## config.mk

```make
export PLATFORM = sky130hd
export DESIGN_NAME = hid_keyboard_report_builder
export DESIGN_NICKNAME = d
export VERILOG_FILES = /design/src/rtl/hkrb_pkg.sv /design/src/rtl/hkrb_ram.sv /design/src/rtl/hid_keyboard_report_builder.sv
export SDC_FILE = /design/constraint.sdc
export NUM_CORES = 1
export LEC_CHECK = 0
export BUFFER_PORTS_ARGS = -buffer_cell sky130_fd_sc_hd__buf_2
export CAP_MARGIN = 20
export CELL_PAD_IN_SITES_DETAIL_PLACEMENT = 1
export CELL_PAD_IN_SITES_GLOBAL_PLACEMENT = 2
export CORE_MARGIN = 1.5
export CORE_UTILIZATION = 44
export DETAILED_ROUTE_END_ITERATION = 6
export PLACE_DENSITY_LB_ADDON = 0.1
export REMOVE_ABC_BUFFERS = 1
export SYNTH_ARGS = -nofsm -noshare
export SYNTH_HDL_FRONTEND = slang
export SYNTH_HIERARCHICAL = 1
export SYNTH_SLANG_ARGS = --single-unit
```

## constraint.sdc

```tcl
create_clock -name clock -period 3.6 [get_ports clock]
set_input_delay 0.18 -clock clock [delete_from_list [all_inputs] [get_ports clock]]
set_output_delay 0.18 -clock clock [all_outputs]
set_load 0.02 [all_outputs]
```

## src/rtl/hkrb_pkg.sv

```systemverilog
`default_nettype none

package hkrb_pkg;

   // Default sizes
   localparam int KEY_SLOTS_DEF      = 6;
   localparam int LAYOUT_ENTRIES_DEF = 128;
   localparam int REPORT_SLOTS       = 6;

   // Configuration port
   localparam int CSR_ADDR_W = 2;
   localparam int CSR_DATA_W = 8;

   localparam logic [CSR_ADDR_W-1:0] CSR_ALTGR_MASK = 2'd0;
   localparam logic [CSR_ADDR_W-1:0] CSR_SHIFT_MASK = 2'd1;
   localparam logic [CSR_ADDR_W-1:0] CSR_ISO_REPL   = 2'd2;
   localparam logic [CSR_ADDR_W-1:0] CSR_ISO_KEY    = 2'd3;

   localparam logic [7:0] ALTGR_MASK_RST = 8'd192;
   localparam logic [7:0] SHIFT_MASK_RST = 8'd128;

   // Key code ranges and modifier handling
   localparam logic [7:0] SPECIAL_BASE     = 8'd136;
   localparam logic [7:0] MOD_BASE         = 8'd128;
   localparam logic [7:0] ALTGR_MOD        = 8'h40;
   localparam logic [7:0] SHIFT_MOD        = 8'h02;
   localparam logic [7:0] ALTGR_USAGE_MASK = 8'h3F;
   localparam logic [7:0] SHIFT_USAGE_MASK = 8'h7F;

   typedef enum logic {
      OP_TABLE_WRITE = 1'b0,
      OP_ADD_KEY     = 1'b1
   } opcode_type;

   typedef struct packed {
      opcode_type  opcode;
      logic [6:0]  table_index;
      logic [7:0]  table_value;
      logic [7:0]  key_code;
      logic        last_key;
   } req_type;

   typedef struct packed {
      logic [7:0]  modifier_bits;
      logic [7:0]  slot_zero;
      logic [7:0]  slot_one;
      logic [7:0]  slot_two;
      logic [7:0]  slot_three;
      logic [7:0]  slot_four;
      logic [7:0]  slot_five;
      logic        overflowed;
      logic        is_release;
      logic        run_end;
   } rsp_type;

endpackage

`default_nettype wire

```

## src/rtl/hkrb_ram.sv

```systemverilog
`default_nettype none

// Simple dual-port RAM, one write and one registered read port
module hkrb_ram #(
   parameter int WIDTH = 8,
   parameter int DEPTH = 128
) (
   input  wire logic                     clock,
   input  wire logic                     we,
   input  wire logic [$clog2(DEPTH)-1:0] waddr,
   input  wire logic [WIDTH-1:0]         wdata,
   input  wire logic                     re,
   input  wire logic [$clog2(DEPTH)-1:0] raddr,
   output      logic [WIDTH-1:0]         rdata
);

   logic [WIDTH-1:0] mem_ff [DEPTH];
   logic [WIDTH-1:0] rdata_ff;

   always_ff @(posedge clock) begin
      if (we) begin
         mem_ff[waddr] <= wdata;
      end
      if (re) begin
         rdata_ff <= mem_ff[raddr];
      end
   end

   assign rdata = rdata_ff;

endmodule

`default_nettype wire

```

## src/rtl/hid_keyboard_report_builder.sv

```systemverilog
`default_nettype none

// Channel   Ports                          Direction  Item
// -------   -----------------------------  ---------  ---------------------------------
// request   req_valid, req_stall, req_data  in         table write or key add
// response  rsp_valid, rsp_stall, rsp_data  out        press report, then release report
// config    csr_we, csr_addr, csr_wdata     in         flag masks and ISO usage pair
//
// A table write completes at the edge it is accepted; a key add reads the layout RAM at
// that edge and updates the report at the next edge; adds follow every cycle unless stalled.
// A closing key sends a press report, then a release report, through one output register.
// Reset is synchronous and clears the report and flags; payload and layout RAM are not reset.
// A stall on the response side holds a closing key in the second stage and stalls requests.

module hid_keyboard_report_builder #(
   parameter int KEY_SLOTS      = hkrb_pkg::KEY_SLOTS_DEF,
   parameter int LAYOUT_ENTRIES = hkrb_pkg::LAYOUT_ENTRIES_DEF
) (
   input  wire logic                            clock,
   input  wire logic                            reset,
   input  wire logic                            req_valid,
   output      logic                            req_stall,
   input  wire hkrb_pkg::req_type               req_data,
   output      logic                            rsp_valid,
   input  wire logic                            rsp_stall,
   output      hkrb_pkg::rsp_type               rsp_data,
   input  wire logic                            csr_we,
   input  wire logic [hkrb_pkg::CSR_ADDR_W-1:0] csr_addr,
   input  wire logic [hkrb_pkg::CSR_DATA_W-1:0] csr_wdata
);

   localparam int IDX_W = $clog2(LAYOUT_ENTRIES);

   logic req_acc;
   logic rsp_acc;

   // Configuration registers
   logic [7:0] altgr_mask_ff, altgr_mask_in;
   logic [7:0] shift_mask_ff, shift_mask_in;
   logic [7:0] iso_repl_ff,   iso_repl_in;
   logic [7:0] iso_key_ff,    iso_key_in;

   // Second stage
   logic       s1_valid_ff, s1_valid_in;
   logic [7:0] s1_key_ff,   s1_key_in;
   logic       s1_last_ff,  s1_last_in;
   logic       s1_go;

   // Accumulated report
   logic [7:0] mods_ff,  mods_in;
   logic [7:0] slots_ff [KEY_SLOTS];
   logic [7:0] slots_in [KEY_SLOTS];
   logic       ovf_ff,   ovf_in;

   // Output register
   logic              rsp_valid_ff, rsp_valid_in;
   hkrb_pkg::rsp_type rsp_data_ff,  rsp_data_in;
   logic              rel_pend_ff,  rel_pend_in;
   logic              out_free;

   // Layout lookup and slot update
   logic [7:0] entry;
   logic [7:0] usage;
   logic [7:0] mod_set;
   logic [7:0] mods_next;
   logic [7:0] slots_next [KEY_SLOTS];
   logic       ovf_next;
   logic       present;
   logic       placed;
   logic [7:0] rep [hkrb_pkg::REPORT_SLOTS];
   hkrb_pkg::rsp_type press_rpt;
   hkrb_pkg::rsp_type release_rpt;

   assign req_acc = req_valid & ~req_stall;
   assign rsp_acc = rsp_valid_ff & ~rsp_stall;

   // Layout table
   hkrb_ram #(
      .WIDTH (8),
      .DEPTH (LAYOUT_ENTRIES)
   ) u_layout (
      .clock (clock),
      .we    (req_acc && req_data.opcode == hkrb_pkg::OP_TABLE_WRITE),
      .waddr (req_data.table_index[IDX_W-1:0]),
      .wdata (req_data.table_value),
      .re    (req_acc && req_data.opcode == hkrb_pkg::OP_ADD_KEY),
      .raddr (req_data.key_code[IDX_W-1:0]),
      .rdata (entry)
   );

   // Configuration writes
   always_comb begin
      altgr_mask_in = altgr_mask_ff;
      shift_mask_in = shift_mask_ff;
      iso_repl_in   = iso_repl_ff;
      iso_key_in    = iso_key_ff;
      if (csr_we) begin
         case (csr_addr)
            hkrb_pkg::CSR_ALTGR_MASK: altgr_mask_in = csr_wdata;
            hkrb_pkg::CSR_SHIFT_MASK: shift_mask_in = csr_wdata;
            hkrb_pkg::CSR_ISO_REPL:   iso_repl_in   = csr_wdata;
            hkrb_pkg::CSR_ISO_KEY:    iso_key_in    = csr_wdata;
            default: ;
         endcase
      end
   end

   // Output is free for a press report when empty or draining its last report
   assign out_free  = ~rsp_valid_ff | (rsp_acc & ~rel_pend_ff);
   assign s1_go     = s1_valid_ff & (~s1_last_ff | out_free);
   assign req_stall = s1_valid_ff & ~s1_go;

   // Second stage register
   always_comb begin
      s1_valid_in = s1_valid_ff;
      s1_key_in   = s1_key_ff;
      s1_last_in  = s1_last_ff;
      if (req_acc && req_data.opcode == hkrb_pkg::OP_ADD_KEY) begin
         s1_valid_in = 1'b1;
         s1_key_in   = req_data.key_code;
         s1_last_in  = req_data.last_key;
      end else if (s1_go) begin
         s1_valid_in = 1'b0;
      end
   end

   // Key code to usage
   always_comb begin
      usage   = 8'd0;
      mod_set = 8'd0;
      if (s1_key_ff >= hkrb_pkg::SPECIAL_BASE) begin
         usage = s1_key_ff - hkrb_pkg::SPECIAL_BASE;
      end else if (s1_key_ff >= hkrb_pkg::MOD_BASE) begin
         mod_set = 8'd1 << s1_key_ff[2:0];
      end else begin
         if ((entry & altgr_mask_ff) == altgr_mask_ff) begin
            mod_set = hkrb_pkg::ALTGR_MOD;
            usage   = entry & hkrb_pkg::ALTGR_USAGE_MASK;
         end else if ((entry & shift_mask_ff) == shift_mask_ff) begin
            mod_set = hkrb_pkg::SHIFT_MOD;
            usage   = entry & hkrb_pkg::SHIFT_USAGE_MASK;
         end else begin
            usage = entry;
         end
         if (usage == iso_repl_ff) begin
            usage = iso_key_ff;
         end
      end
   end

   // Slot insert: skip if present (zero matches an empty slot), else first empty slot
   always_comb begin
      present = 1'b0;
      placed  = 1'b0;
      for (int i = 0; i < KEY_SLOTS; i++) begin
         slots_next[i] = slots_ff[i];
         if (slots_ff[i] == usage) begin
            present = 1'b1;
         end
      end
      for (int i = 0; i < KEY_SLOTS; i++) begin
         if (!present && !placed && slots_ff[i] == 8'd0) begin
            slots_next[i] = usage;
            placed        = 1'b1;
         end
      end
      ovf_next  = ovf_ff | (~present & ~placed);
      mods_next = mods_ff | mod_set;
   end

   // Report state: update on each key, clear when a closing key loads the press report
   always_comb begin
      mods_in = mods_ff;
      ovf_in  = ovf_ff;
      for (int i = 0; i < KEY_SLOTS; i++) begin
         slots_in[i] = slots_ff[i];
      end
      if (s1_go) begin
         if (s1_last_ff) begin
            mods_in = 8'd0;
            ovf_in  = 1'b0;
            for (int i = 0; i < KEY_SLOTS; i++) begin
               slots_in[i] = 8'd0;
            end
         end else begin
            mods_in = mods_next;
            ovf_in  = ovf_next;
            for (int i = 0; i < KEY_SLOTS; i++) begin
               slots_in[i] = slots_next[i];
            end
         end
      end
   end

   // Report images
   always_comb begin
      for (int j = 0; j < hkrb_pkg::REPORT_SLOTS; j++) begin
         rep[j] = 8'd0;
      end
      for (int j = 0; j < hkrb_pkg::REPORT_SLOTS && j < KEY_SLOTS; j++) begin
         rep[j] = slots_next[j];
      end
      press_rpt.modifier_bits = mods_next;
      press_rpt.slot_zero     = rep[0];
      press_rpt.slot_one      = rep[1];
      press_rpt.slot_two      = rep[2];
      press_rpt.slot_three    = rep[3];
      press_rpt.slot_four     = rep[4];
      press_rpt.slot_five     = rep[5];
      press_rpt.overflowed    = ovf_next;
      press_rpt.is_release    = 1'b0;
      press_rpt.run_end       = 1'b0;

      release_rpt            = '0;
      release_rpt.is_release = 1'b1;
      release_rpt.run_end    = 1'b1;
   end

   // Output register with a queued release report
   always_comb begin
      rsp_valid_in = rsp_valid_ff;
      rsp_data_in  = rsp_data_ff;
      rel_pend_in  = rel_pend_ff;
      if (s1_go && s1_last_ff) begin
         rsp_valid_in = 1'b1;
         rsp_data_in  = press_rpt;
         rel_pend_in  = 1'b1;
      end else if (rsp_acc) begin
         if (rel_pend_ff) begin
            rsp_valid_in = 1'b1;
            rsp_data_in  = release_rpt;
            rel_pend_in  = 1'b0;
         end else begin
            rsp_valid_in = 1'b0;
         end
      end
   end

   // Control and report registers
   always_ff @(posedge clock) begin
      if (reset) begin
         altgr_mask_ff <= hkrb_pkg::ALTGR_MASK_RST;
         shift_mask_ff <= hkrb_pkg::SHIFT_MASK_RST;
         iso_repl_ff   <= 8'd0;
         iso_key_ff    <= 8'd0;
         s1_valid_ff   <= 1'b0;
         mods_ff       <= 8'd0;
         ovf_ff        <= 1'b0;
         for (int i = 0; i < KEY_SLOTS; i++) begin
            slots_ff[i] <= 8'd0;
         end
         rsp_valid_ff  <= 1'b0;
         rel_pend_ff   <= 1'b0;
      end else begin
         altgr_mask_ff <= altgr_mask_in;
         shift_mask_ff <= shift_mask_in;
         iso_repl_ff   <= iso_repl_in;
         iso_key_ff    <= iso_key_in;
         s1_valid_ff   <= s1_valid_in;
         mods_ff       <= mods_in;
         ovf_ff        <= ovf_in;
         for (int i = 0; i < KEY_SLOTS; i++) begin
            slots_ff[i] <= slots_in[i];
         end
         rsp_valid_ff  <= rsp_valid_in;
         rel_pend_ff   <= rel_pend_in;
      end
   end

   // Payload registers
   always_ff @(posedge clock) begin
      s1_key_ff   <= s1_key_in;
      s1_last_ff  <= s1_last_in;
      rsp_data_ff <= rsp_data_in;
   end

   assign rsp_valid = rsp_valid_ff;
   assign rsp_data  = rsp_data_ff;

endmodule

`default_nettype wire

```

# After elaboration in Yosys (flattened, before gate mapping)
# Memory sizes are Yosys's and may differ from the RTL's. A register that Yosys moved wholly into a read port is not among the register bits.
# Cells that the tools add are included.
classes:
  add_sub_neg: 1
  mul: 0
  n_div: 0
  magnitude_cmp: 2
  eq_ne: 12
  n_shift: 1
  mux: 54
  n_bitwise: 27
  reduce_logical: 36
ops:
  columns: ["op", "count"]
  rows:
  - ["$mux 59", 3]
  - ["$mux 8", 22]
  - ["$mux 48", 2]
  - ["$eq 8x8->1", 9]
  - ["$logic_not 8->1", 6]
  - ["$mux 1", 25]
  - ["$and 8x8->8", 2]
  - ["$ge 8x8->1 const B", 2]
  - ["$logic_and 1x1->1", 14]
  - ["$reduce_and 2->1", 6]
  - ["$not 1->1", 9]
  - ["$or 1x1->1", 9]
  - ["$or 8x8->8", 1]
  - ["$shl 1x3->8 const A", 1]
  - ["$sub 8x8->8 const B", 1]
  - ["$mux 7", 1]
  - ["$and 1x1->1", 6]
  - ["$logic_not 1->1", 6]
  - ["$reduce_bool 2->1", 3]
  - ["$eq 2x2->1 const B", 2]
  - ["$eq 2x1->1 const B", 1]
  - ["$logic_not 2->1", 1]
  - ["$mux 2", 1]
totals:
  ff_bits: 111
  latch_bits: 0
  ramBits: 1072
  romBits: 0
  inputBits: 40
  out_inout_bits: 61
  memories: 2
memory_table:
  columns: ["memory", "depth", "word_bits", "read_ports", "rd_clocked_by_memory_dff", "wr", "line", "rtl"]
  rows:
  - ["u_layout.mem_ff", 128, 8, 1, 1, 1, "hkrb_ram.sv:17", "logic [WIDTH-1:0] mem_ff [DEPTH];"]
  - ["slots_ff", 6, 8, 6, 0, 6, "hid_keyboard_report_builder.sv:51", "logic [7:0] slots_ff [KEY_SLOTS];"]

# Logic depth before layout (Yosys ltp)
# Gate-level depths: netlist of run 1.
logic_depth:
  word_depth: 44
  depth_mapped: 17

# Modules after synthesis
# The synthesis of run 1 kept the hierarchy.
by_module_without_submodules:
  columns: ["mod", "instances", "cells_per_inst", "area_per_inst_um2", "seq_area_each_um2"]
  rows:
  - ["hkrb_ram", 1, 1635, 39745.6, 30989.7]
  - ["hid_keyboard_report_builder", 1, 990, 9082.5, 3843.7]

# Worst setup path before layout of run 1
# No wires, ideal clock.
synth_timing:
  kind: "reg2reg"
  from: "register s1_key_ff[3]"
  to: "register rsp_data_ff, in the netlist rsp_data[40] (data pin)"
  arrival_ps: 3385
  path_slack_ps: -42
  stages_incl_launch_ff: 15
  n_path_buf: 4
  cell_sequence: "edfxtp_1 -> buf_2 -> or4_4 -> a22o_4 -> buf_4 -> nand2_1 -> buf_4 -> o221ai_1 -> nor4_1 -> nand4_1 -> a311o_1 -> nor4_4 -> nor2_8 -> buf_6 -> a32o_1"
synth_lines:
  columns: ["element", "line", "rtl"]
  rows:
  - ["start, declared", "hid_keyboard_report_builder.sv:45", "logic [7:0] s1_key_ff, s1_key_in;"]
  - ["start signal, assigned", "hid_keyboard_report_builder.sv:272", "s1_key_ff <= s1_key_in;"]
  - ["end signal, assigned", "hid_keyboard_report_builder.sv:274", "rsp_data_ff <= rsp_data_in;"]
  - ["end, declared", "hid_keyboard_report_builder.sv:57", "hkrb_pkg::rsp_type rsp_data_ff, rsp_data_in;"]

==> flow_summary.ini, run 1 <==
[status]
outcome = complete, but fails checks
violations = negative setup slack

[synthesis]
synth_top_area_share_pct = 67.5
syn-cell-area_um2 = 48800
synth_area_per_cell_um2 = 18.6
synth_top_area_cell = edfxtp_1
synth_warnings = 6
synth_async_sr_flop_share_pct = 0
synth_seq_cells = 1191
synthFlopType = edfxtp_1
synthTopCellsByCount = edfxtp_1, mux4_2, nor2_1
syn_inst = 2625
synth-edff-count = 1098
seq_area_frac_synth_pct = 71.3
yosysUniqueCellTypes = 79
yosysMostFrequentCell = edfxtp_1
synth_area_leaders = edfxtp_1, mux4_2, dfxtp_1

[clock_network]
cts.sinks = 1191
cts-root-buf = clkbuf_16
numCtsBuffers = 130
clk_pin_slew_ps = 60
tritoncts = built
clockBufferDepth = 3
clkLatencyLatePin_ps = 750
cts_max_level = 4

[hold_path]
hold_class = primary input to register
min_from = req_data[14]
hold_depth = 1
whs_endpoint = u_layout/mem_ff[102][5]$_DFFE_PP_

[worst_setup_path]
critPathBufInv = 6
critical_path.cell_chain = buf_4 -> xor2_1 -> nor2_1 -> buf_4 -> nand2_1 -> a311oi_2 -> buf_4 -> nor3_1 -> a21oi_1 -> buf_4 -> nor3_1 -> or4_4 -> nor4_4 -> buf_6 -> nor2_8 -> clkbuf_16 -> a32o_1
path_class = register to register
reg2reg_from = u_layout/rdata[2]$_DFFE_PP_
rrSetupSlack_ps = -210
max_stage_delay_ps = 470
crit_path_frequent_cell = buf_4
cpMaxStageDelayCell = edfxtp_1
r2r_end = rsp_data[36]$_DFFE_PP_
crit_arrival_ps = 4310
endpoint_kind = register
reg2reg_depth = 17
path_delay_family = simple AND/OR/NAND/NOR gates
cp_data_required_time_ps = 4100
worstPathMaxFanout = 6
startpoint_type = register

[timing]
fin_tns_setup_ps = -13200
worst_pin_slew_ps = 1030
fin_crit_ps = 3810
maxSlewHeadroom_pct = 31.6
rsz0062_at_grt = true
maxSlewViolCount = 0
setup_ws_ps = -209
fmax_ghz = 0.263
hold_viol = 0
setup_viol = 91
finClkSkew_ps = 28.2
whs_ps = 12.8
min_period_over_period_pct = 106

[route]
wl_per_cell_um = 30.5
drt-vias-per-instance = 5.96
drtIter0Drc = 2439
routed-via-count = 28100
wl_um = 144000
post-route-drc-count = 0
drtPass1Iterations = 6
ant_nets = 0

[power_and_ir_drop]
p_comb_share_pct = 7.4
power_mw = 30.6
p_clk_share_pct = 42.9
internal_power_mw = 23.8
power.leakage_nw = 19.5
power.net_switching_mw = 6.78
irDropWorstVdd_uv = 571
seqPwrFrac_pct = 49.7
switching_share_pct = 22.2
p_per_area_nw_per_um2 = 518

[floorplan]
dieArea_um2 = 113000
pin_count = 101
die_w_um = 336
initial_core_util_pct = 44.2
core_um2 = 110000
die_y_um = 336
rows = 122

[cells_and_area]
syn2layout_area_growth_pct = 20.9
layout.cells.non_filler = 4715
finalNetCount = 3167
drive_gt1_share_pct = 35.4
fin_util_pct = 53.5
largest_register_ffs = 1024
top_register = u_layout/mem_ff

[global_route]
grt_max_degree = 87
grtUsageTotal_pct = 25.8
antenna_found_initial = 10
grt-ovfl-total = 0
grt_pass1_vias = 29600
grt_pass1_wl_um = 209000

[place]
gp_congestion = 0.955
dp_hpwl_um = 96100
dp.cells = 4413
portBuffers = 100

[job]
max_cap_violations = 0
[kinds of logic after synthesis]
| kind of cell | count (synthesis) | share of synthesized area (%) |
|---|---|---|
| AO/OA/AOI/OAI | 328 | 5.32 |
| XOR/XNOR | 14 | 0.251 |
| adder cells (fa/ha/maj) | 2 | 0.0512 |
| buffers and inverters | 239 | 2.19 |
| flip-flops | 1191 | 71.3 |
| multiplexers | 370 | 16.2 |
| AND/OR/NAND/NOR | 481 | 4.63 |
[worst reg2reg max path: stages (launching register included)]
cell and delay, ps:
edfxtp_1 470, buf_4 190, xor2_1 140, nor2_1 160
buf_4 130, nand2_1 60, a311oi_2 280, buf_4 220
nor3_1 60, a21oi_1 190, buf_4 160, nor3_1 40
or4_4 440, nor4_4 340, buf_6 190, nor2_8 80
clkbuf_16 170, a32o_1 250
[power by group through the flow]
stage / Combinational, mW / Sequential [mW] / Clock (mW)
floorplan: 0.819 / 15.5 / 0
CTS: 2.17 / 15.2 / 13.4
global route: 2.39 / 15.2 / 13.8
detailed placement: 2.03 / 15.5 / 0
finish: 2.28 / 15.2 / 13.1
global placement: 2.00 / 15.5 / 0
[what timing repair did]
action | 4_1_cts | 5_1_grt
gates cloned | 6 | 6
hold buffers | 25 | 0
pin swaps | 19 | 28
resized for setup | 45 | 64
setup endpoints to repair | 98 | 98
buffers inserted | 20 | 12
hold endpoints to repair | 63 | 0
[placed cells by master (no fill, tap or decap), types with 10 or more instances in the layout]
master	n
mux4_2	336
nand4_1	11
dlygate4sd3_1	25
a32o_1	82
buf_6	18
nor2b_1	13
nor2_1	220
nand2_1	77
o21a_1	20
buf_12	32
a22o_1	11
clkinv_1	21
dfxtp_1	93
clkbuf_1	33
o21ai_0	18
clkinv_2	15
mux2i_1	21
clkbuf_16	138
mux2_2	10
nand3_1	28
a31oi_1	10
a22oi_1	20
nor3_1	32
a21oi_1	41
nor4_1	14
buf_2	88
buf_4	382
edfxtp_1	1098
inv_1	51
bufinv_16	12
o22ai_1	35
[worst max path at each step]
stage / from / end / slack [ps] / cells after the start
after floorplan: s1_key_ff[7]$_DFFE_PP_ / rsp_data[10]$_DFFE_PP_ / -840 / 11
after global routing: u_layout/rdata[4]$_DFFE_PP_ / slots_ff[2][3]$_SDFFE_PP0P_ / -370 / 16
after global placement: u_layout/rdata[3]$_DFFE_PP_ / rsp_data[17]$_DFFE_PP_ / -300 / 15
final: u_layout/rdata[2]$_DFFE_PP_ / rsp_data[36]$_DFFE_PP_ / -210 / 17
after CTS: s1_key_ff[6]$_DFFE_PP_ / rsp_data[42]$_DFFE_PP_ / -170 / 14
after detailed placement: u_layout/rdata[1]$_DFFE_PP_ / rsp_data[17]$_DFFE_PP_ / -380 / 14
[through the flow]
step	worst slack, ps	cell area [µm²]
floorplan	-837	47900
global placement	-300	53600
detailed placement	-383	53600
CTS	-169	58500
global route	-374	59000
finish	-209	59000
[layout make-up]
type / instances / area, µm²
flip-flops and latches: 1191 / 34800
inverters: 51 / 191
repair buffers: 554 / 4610
clock buffers: 168 / 3480
clock inverters: 65 / 702
fillers: 9932 / 51300
diodes: 1 / 2.50
multi-input cells: 1197 / 13400
well taps: 1488 / 1860
[layer usage]
metal  global-route usage (%)  routed length (µm)  up-vias
met3                     3.44                6910      246
li1                         -                   -    11900
met4                     8.42                4460        0
met5                        0                   0        -
met1                     36.0               61700    15100
met2                     42.3               70700      852
No activity file was read; power rests on OpenSTA's default activity.
==> inputs of run 2 (changes only) <==
GPL_TIMING_DRIVEN = 0   (was not set)
==> run 2 against run 1 <==
Effect of this change: the flow still finishes with violations (negative setup slack); critical path type unchanged; maximum frequency decreased by 2.3%; power is 1.2% lower; first-iteration DRC count grew 6.1%; wire length down 7.1%; worst setup slack lost 91 ps; register-to-register slack got worse by 90 ps; clock power is essentially flat; final cell count decreased by 5.9%; critical endpoint is now slots_ff[3][4]$_SDFFE_PP0P_; core utilization shrank 1.5 points; sequential power barely moved.
==> flow_summary.ini, run 2 (same netlist as run 1, synthesis figures left out) <==
[route]
wl_per_cell_um = 30.1
routed-via-count = 26900
wl_um = 134000
drtIter0Drc = 2587
drtPass1Iterations = 6
post-route-drc-count = 0
ant_nets = 0
drt-vias-per-instance = 6.07

[floorplan]
rows = 122
die_w_um = 336
initial_core_util_pct = 44.2
dieArea_um2 = 113000
core_um2 = 110000
pin_count = 101
die_y_um = 336

[clock_network]
clkLatencyLatePin_ps = 760
clockBufferDepth = 3
tritoncts = built
cts.sinks = 1191
clk_pin_slew_ps = 60
cts-root-buf = clkbuf_16
cts_max_level = 4
numCtsBuffers = 131

[worst_setup_path]
crit_arrival_ps = 4520
reg2reg_depth = 15
endpoint = slots_ff[3][4]$_SDFFE_PP0P_
r2r_end = slots_ff[3][4]$_SDFFE_PP0P_
rrSetupSlack_ps = -300
worstPathMaxFanout = 7
path_class = register to register
startpoint = u_layout/rdata[2]$_DFFE_PP_
startpoint_type = register
reg2reg_from = u_layout/rdata[2]$_DFFE_PP_
endpoint_kind = register
cp_data_required_time_ps = 4230

[cells_and_area]
top_register = u_layout/mem_ff
largest_register_ffs = 1024
finalNetCount = 2884
drive_gt1_share_pct = 30.8
multiInputGateArea_um2 = 13900
final_common_cell = edfxtp_1
nFillCells = 9892
mostFrequentLayoutCells = edfxtp_1, mux4_2, nor2_1
ff_latch_area_um2 = 34800
n_antenna_cell = 0
syn2layout_area_growth_pct = 17.5

[timing]
fin_crit_ps = 3900
min_period_over_period_pct = 108
whs_ps = 51.6
finClkSkew_ps = 41.2
worst_pin_slew_ps = 1140
hold_viol = 0
maxSlewViolCount = 0
maxSlewHeadroom_pct = 23.8
setup_ws_ps = -299
rsz0062_at_grt = true
setup_viol = 95
fmax_ghz = 0.256

[place]
gp_congestion = 0.879
portBuffers = 100
dp_hpwl_um = 83900

[hold_path]
hold_class = primary input to register

[global_route]
grt_max_degree = 97
grt_pass1_wl_um = 195000
antenna_found_initial = 3
grt-ovfl-total = 0
met1_usage_pct = 34.3
grt.busiest_layer = met2
grt_pass1_vias = 28000
globalRouteMet2Util_pct = 38.7
met3_usage_pct = 3.62
grtUsageTotal_pct = 24.0

[power_and_ir_drop]
p_per_area_nw_per_um2 = 527
power_mw = 30.3
irDropWorstVdd_uv = 475
power.leakage_nw = 18.2

[status]
outcome = complete, but fails checks
violations = negative setup slack

[job]
max_cap_violations = 0
run 2: cell count changes in the layout (fill, tap and decap cells not counted), sizes merged:
cell and delta:
clkbuf -14, buf -300, clkinv +21, or2 +1
nor2 +6, bufinv -5, dlygate4sd3 +10, diode -1
or4 +4
run 2: per-stage QoR:
| stage | cell area [µm²] | std cells | setup TNS, ps | util (%) | setup WS [ps] |
|---|---|---|---|---|---|
| detailed placement | 51100 | 4063 | -174240 | 46.3 | -1980 |
| finish | 57400 | 4437 | -22770 | 52.0 | -299 |
| CTS | 56700 | 4414 | -13870 | 51.3 | -191 |
| global placement | 50300 | 4025 | -985230 | 45.6 | -6680 |
| floorplan | 47900 | 2437 | -70280 | - | -837 |
| global route | 57400 | 4437 | -34140 | 52.0 | -436 |
run 2: worst min-delay path by stage:
| stage | start | endpoint | slack (ps) | cells past startpoint |
|---|---|---|---|---|
| after CTS | reset | altgr_mask_ff[0]$_SDFFE_PP0P_ | 6 | 2 |
| after detailed placement | req_data[0] | s1_last_ff$_DFFE_PP_ | 380 | 1 |
| after floorplan | reset | rel_pend_ff$_SDFFE_PP0P_ | 250 | 1 |
| after global placement | req_data[0] | s1_last_ff$_DFFE_PP_ | 380 | 1 |
| after global routing | req_data[7] | s1_key_ff[6]$_DFFE_PP_ | 20 | 1 |
| final | reset | altgr_mask_ff[0]$_SDFFE_PP0P_ | 50 | 2 |
run 2: layer usage:
metal  part of all wire [%]  routed length (µm)
met5                      0                   0
met4                    2.1                2790
met3                    5.5                7400
met2                     49               65400
met1                     43               58100
run 2: area by class of cell:
type,count,area share [%]
multi-input combinational,1208,24.3
clock buffer,159,6.14
sequential,1191,60.7
tap,1488,3.25
clock inverter,81,1.08
inverter,51,0.334
timing repair buffer,259,4.20
run 2: report_power, final:
group | switching [mW] | internal, mW
logic | 1.29 | 0.845
clock network | 5.42 | 7.49
registers | 0.0550 | 15.2
run 2: critical path, stage by stage (launching register included):
cell      delay, ps
edfxtp_1        520
nor2b_2          90
or3_4           420
o211ai_4        190
a311oi_4        170
buf_4           190
nor2_4          270
mux2i_4         310
mux2i_1         100
or4_4           440
nor4_4          320
buf_12          190
buf_12          140
nor2_4           50
buf_12          130
a32o_1          250
run 2: timing repair:
action | CTS | global route
hold buffers | 35 | 0
setup endpoints to repair | 106 | 250
pin swaps | 30 | 26
gates cloned | 11 | 3
endpoints found under the hold margin | 377 | 0
resized for setup | 87 | 109
setup buffers | 65 | 20
==> inputs of run 3 (changes only) <==
--- a/config.mk
+++ b/config.mk
@@ -13,2 +13,3 @@
 export CORE_UTILIZATION = 44
+export CTS_CLUSTER_SIZE = 40
 export DETAILED_ROUTE_END_ITERATION = 6
==> constraint.sdc (replaced) <==
create_clock -name clock -period 3.6 [get_ports clock]
set_input_delay 0.72 -clock clock [delete_from_list [all_inputs] [get_ports clock]]
set_output_delay 0.72 -clock clock [all_outputs]
set_load 0.02 [all_outputs]
==> run 3 against run 2 <==
Effect of this change: the run still ends with negative setup slack left; die area did not move; non-clock buffer count fell by 33; sequential power barely moved; largest power group unchanged; clock-buffer cell count did not move; clock power barely moved; core utilization fell by 0.30 points; global-route usage fell by 0.080 points; via count fell by 0.49%.
==> flow_summary.ini, run 3 (same netlist as run 1, synthesis figures left out) <==
[route]
drtPass1Iterations = 6
routed-via-count = 26800
ant_nets = 0
drt-vias-per-instance = 6.09
wl_um = 134000
drtIter0Drc = 2623
post-route-drc-count = 0
wl_per_cell_um = 30.3

[clock_network]
cts_max_level = 4
clk_pin_slew_ps = 60
cts.sinks = 1191
numCtsBuffers = 131
clockBufferDepth = 3
tritoncts = built
cts-root-buf = clkbuf_16
cts_hold_buf = 0
clkLatencyLatePin_ps = 760

[timing]
fin_crit_ps = 4010
maxSlewViolCount = 0
worst_pin_slew_ps = 1140
rsz0062_at_grt = true
maxSlewHeadroom_pct = 23.6
whs_ps = 186
setup_viol = 98
finClkSkew_ps = 42.0
setup_ws_ps = -409
min_period_over_period_pct = 111
fmax_ghz = 0.249
hold_viol = 0

[place]
dp_hpwl_um = 83900
gp_congestion = 0.879
portBuffers = 100
dp.cells = 4063
placed_cell_area_um2 = 51100

[worst_setup_path]
cpMaxStageDelayCell = or4_4
endpoint_kind = register
path_class = register to register
startpoint_type = register
cp_data_required_time_ps = 4200
crit_path_frequent_cell = or4_4
reg2reg_from = s1_key_ff[3]$_DFFE_PP_
critical_path.cell_chain = or4_4 -> a22o_4 -> a21oi_2 -> a22o_1 -> nor3_1 -> o21ai_1 -> nor3_2 -> buf_4 -> or4_4 -> nor2_8 -> a32o_1
crit_arrival_ps = 4610
startpoint = s1_key_ff[3]$_DFFE_PP_
reg2reg_depth = 11
max_stage_delay_ps = 620
worstPathMaxFanout = 10

[floorplan]
dieArea_um2 = 113000
rows = 122
initial_core_util_pct = 44.2
pin_count = 101
core_um2 = 110000
die_y_um = 336
die_w_um = 336

[cells_and_area]
syn2layout_area_growth_pct = 16.8
layout.cells.non_filler = 4404
mostFrequentLayoutCells = edfxtp_1, mux4_2, nor2_1
largest_register_ffs = 1024
n_antenna_cell = 0
finalNetCount = 2851
top_register = u_layout/mem_ff
final_common_cell = edfxtp_1
nFillCells = 9887
final_area_um2 = 57000
drive_gt1_share_pct = 31.5
fin_util_pct = 51.7

[power_and_ir_drop]
power.leakage_nw = 18.1
irDropWorstVdd_uv = 475
p_per_area_nw_per_um2 = 530

[job]
max_cap_violations = 0

[global_route]
grt-ovfl-total = 0
grt_pass1_wl_um = 195000
grtUsageTotal_pct = 23.9
antenna_found_initial = 4
grt_pass1_vias = 27800
grt_max_degree = 97

[hold_path]
hold_depth = 1
min_from = req_data[0]
hold_class = primary input to register

[status]
outcome = complete, but fails checks
violations = negative setup slack
[run 3: critical path: cells and delay by family (launching register included)]
kind / cells / cell delay, ps
compound gates: 5 / 1630
buf+inv: 1 / 170
flops: 1 / 460
simple gates: 5 / 1620
[run 3: cell type report]
cell class,count,area (µm²),share of cell area (%)
multi-input combinational,1208,13900,24.4
tap,1488,1860,3.26
clock buffer,159,3520,6.17
timing repair buffer,226,2080,3.65
inverter,51,191,0.336
sequential,1191,34800,61.1
clock inverter,81,622,1.09
[run 3: metal layers]
metal | track usage (%) | wire, µm | vias to the layer above
li1 | - | - | 11300
met2 | 38.6 | 65100 | 953
met1 | 34.2 | 58000 | 14400
met4 | 6.13 | 2750 | 0
met3 | 3.67 | 7680 | 191
met5 | 0 | 0 | -
[run 3: metrics by stage]
stage          worst slack (ps)  TNS [ps]  power [mW]
3_5_place_dp              -1980   -282360        17.3
4_1_cts                    -191    -13870        30.4
5_1_grt                    -431    -35270        31.1
3_3_place_gp              -7220  -1539920        17.4
6_report                   -409    -32160        30.2
2_1_floorplan              -837    -70650        16.3
[run 3: final timing paths]
| check | slack, ps | to |
|---|---|---|
| max | -410 | rsp_data[31]$_DFFE_PP_ |
| min reg2reg | 460 | shift_mask_ff[2]$_SDFFE_PP0P_ |
| min | 190 | s1_last_ff$_DFFE_PP_ |
| max reg2reg | -410 | rsp_data[31]$_DFFE_PP_ |
[run 3: power breakdown]
part	switching (mW)	total (mW)	internal, mW
logic	1.28	2.10	0.817
clock network	5.43	12.9	7.49
registers	0.0552	15.2	15.2
[run 3: timing repair]
item / CTS / global route
endpoints found under the setup margin: 106 / 250
cloned: 11 / 3
setup buffers: 65 / 22
pin swaps: 30 / 36
resized for setup: 87 / 116
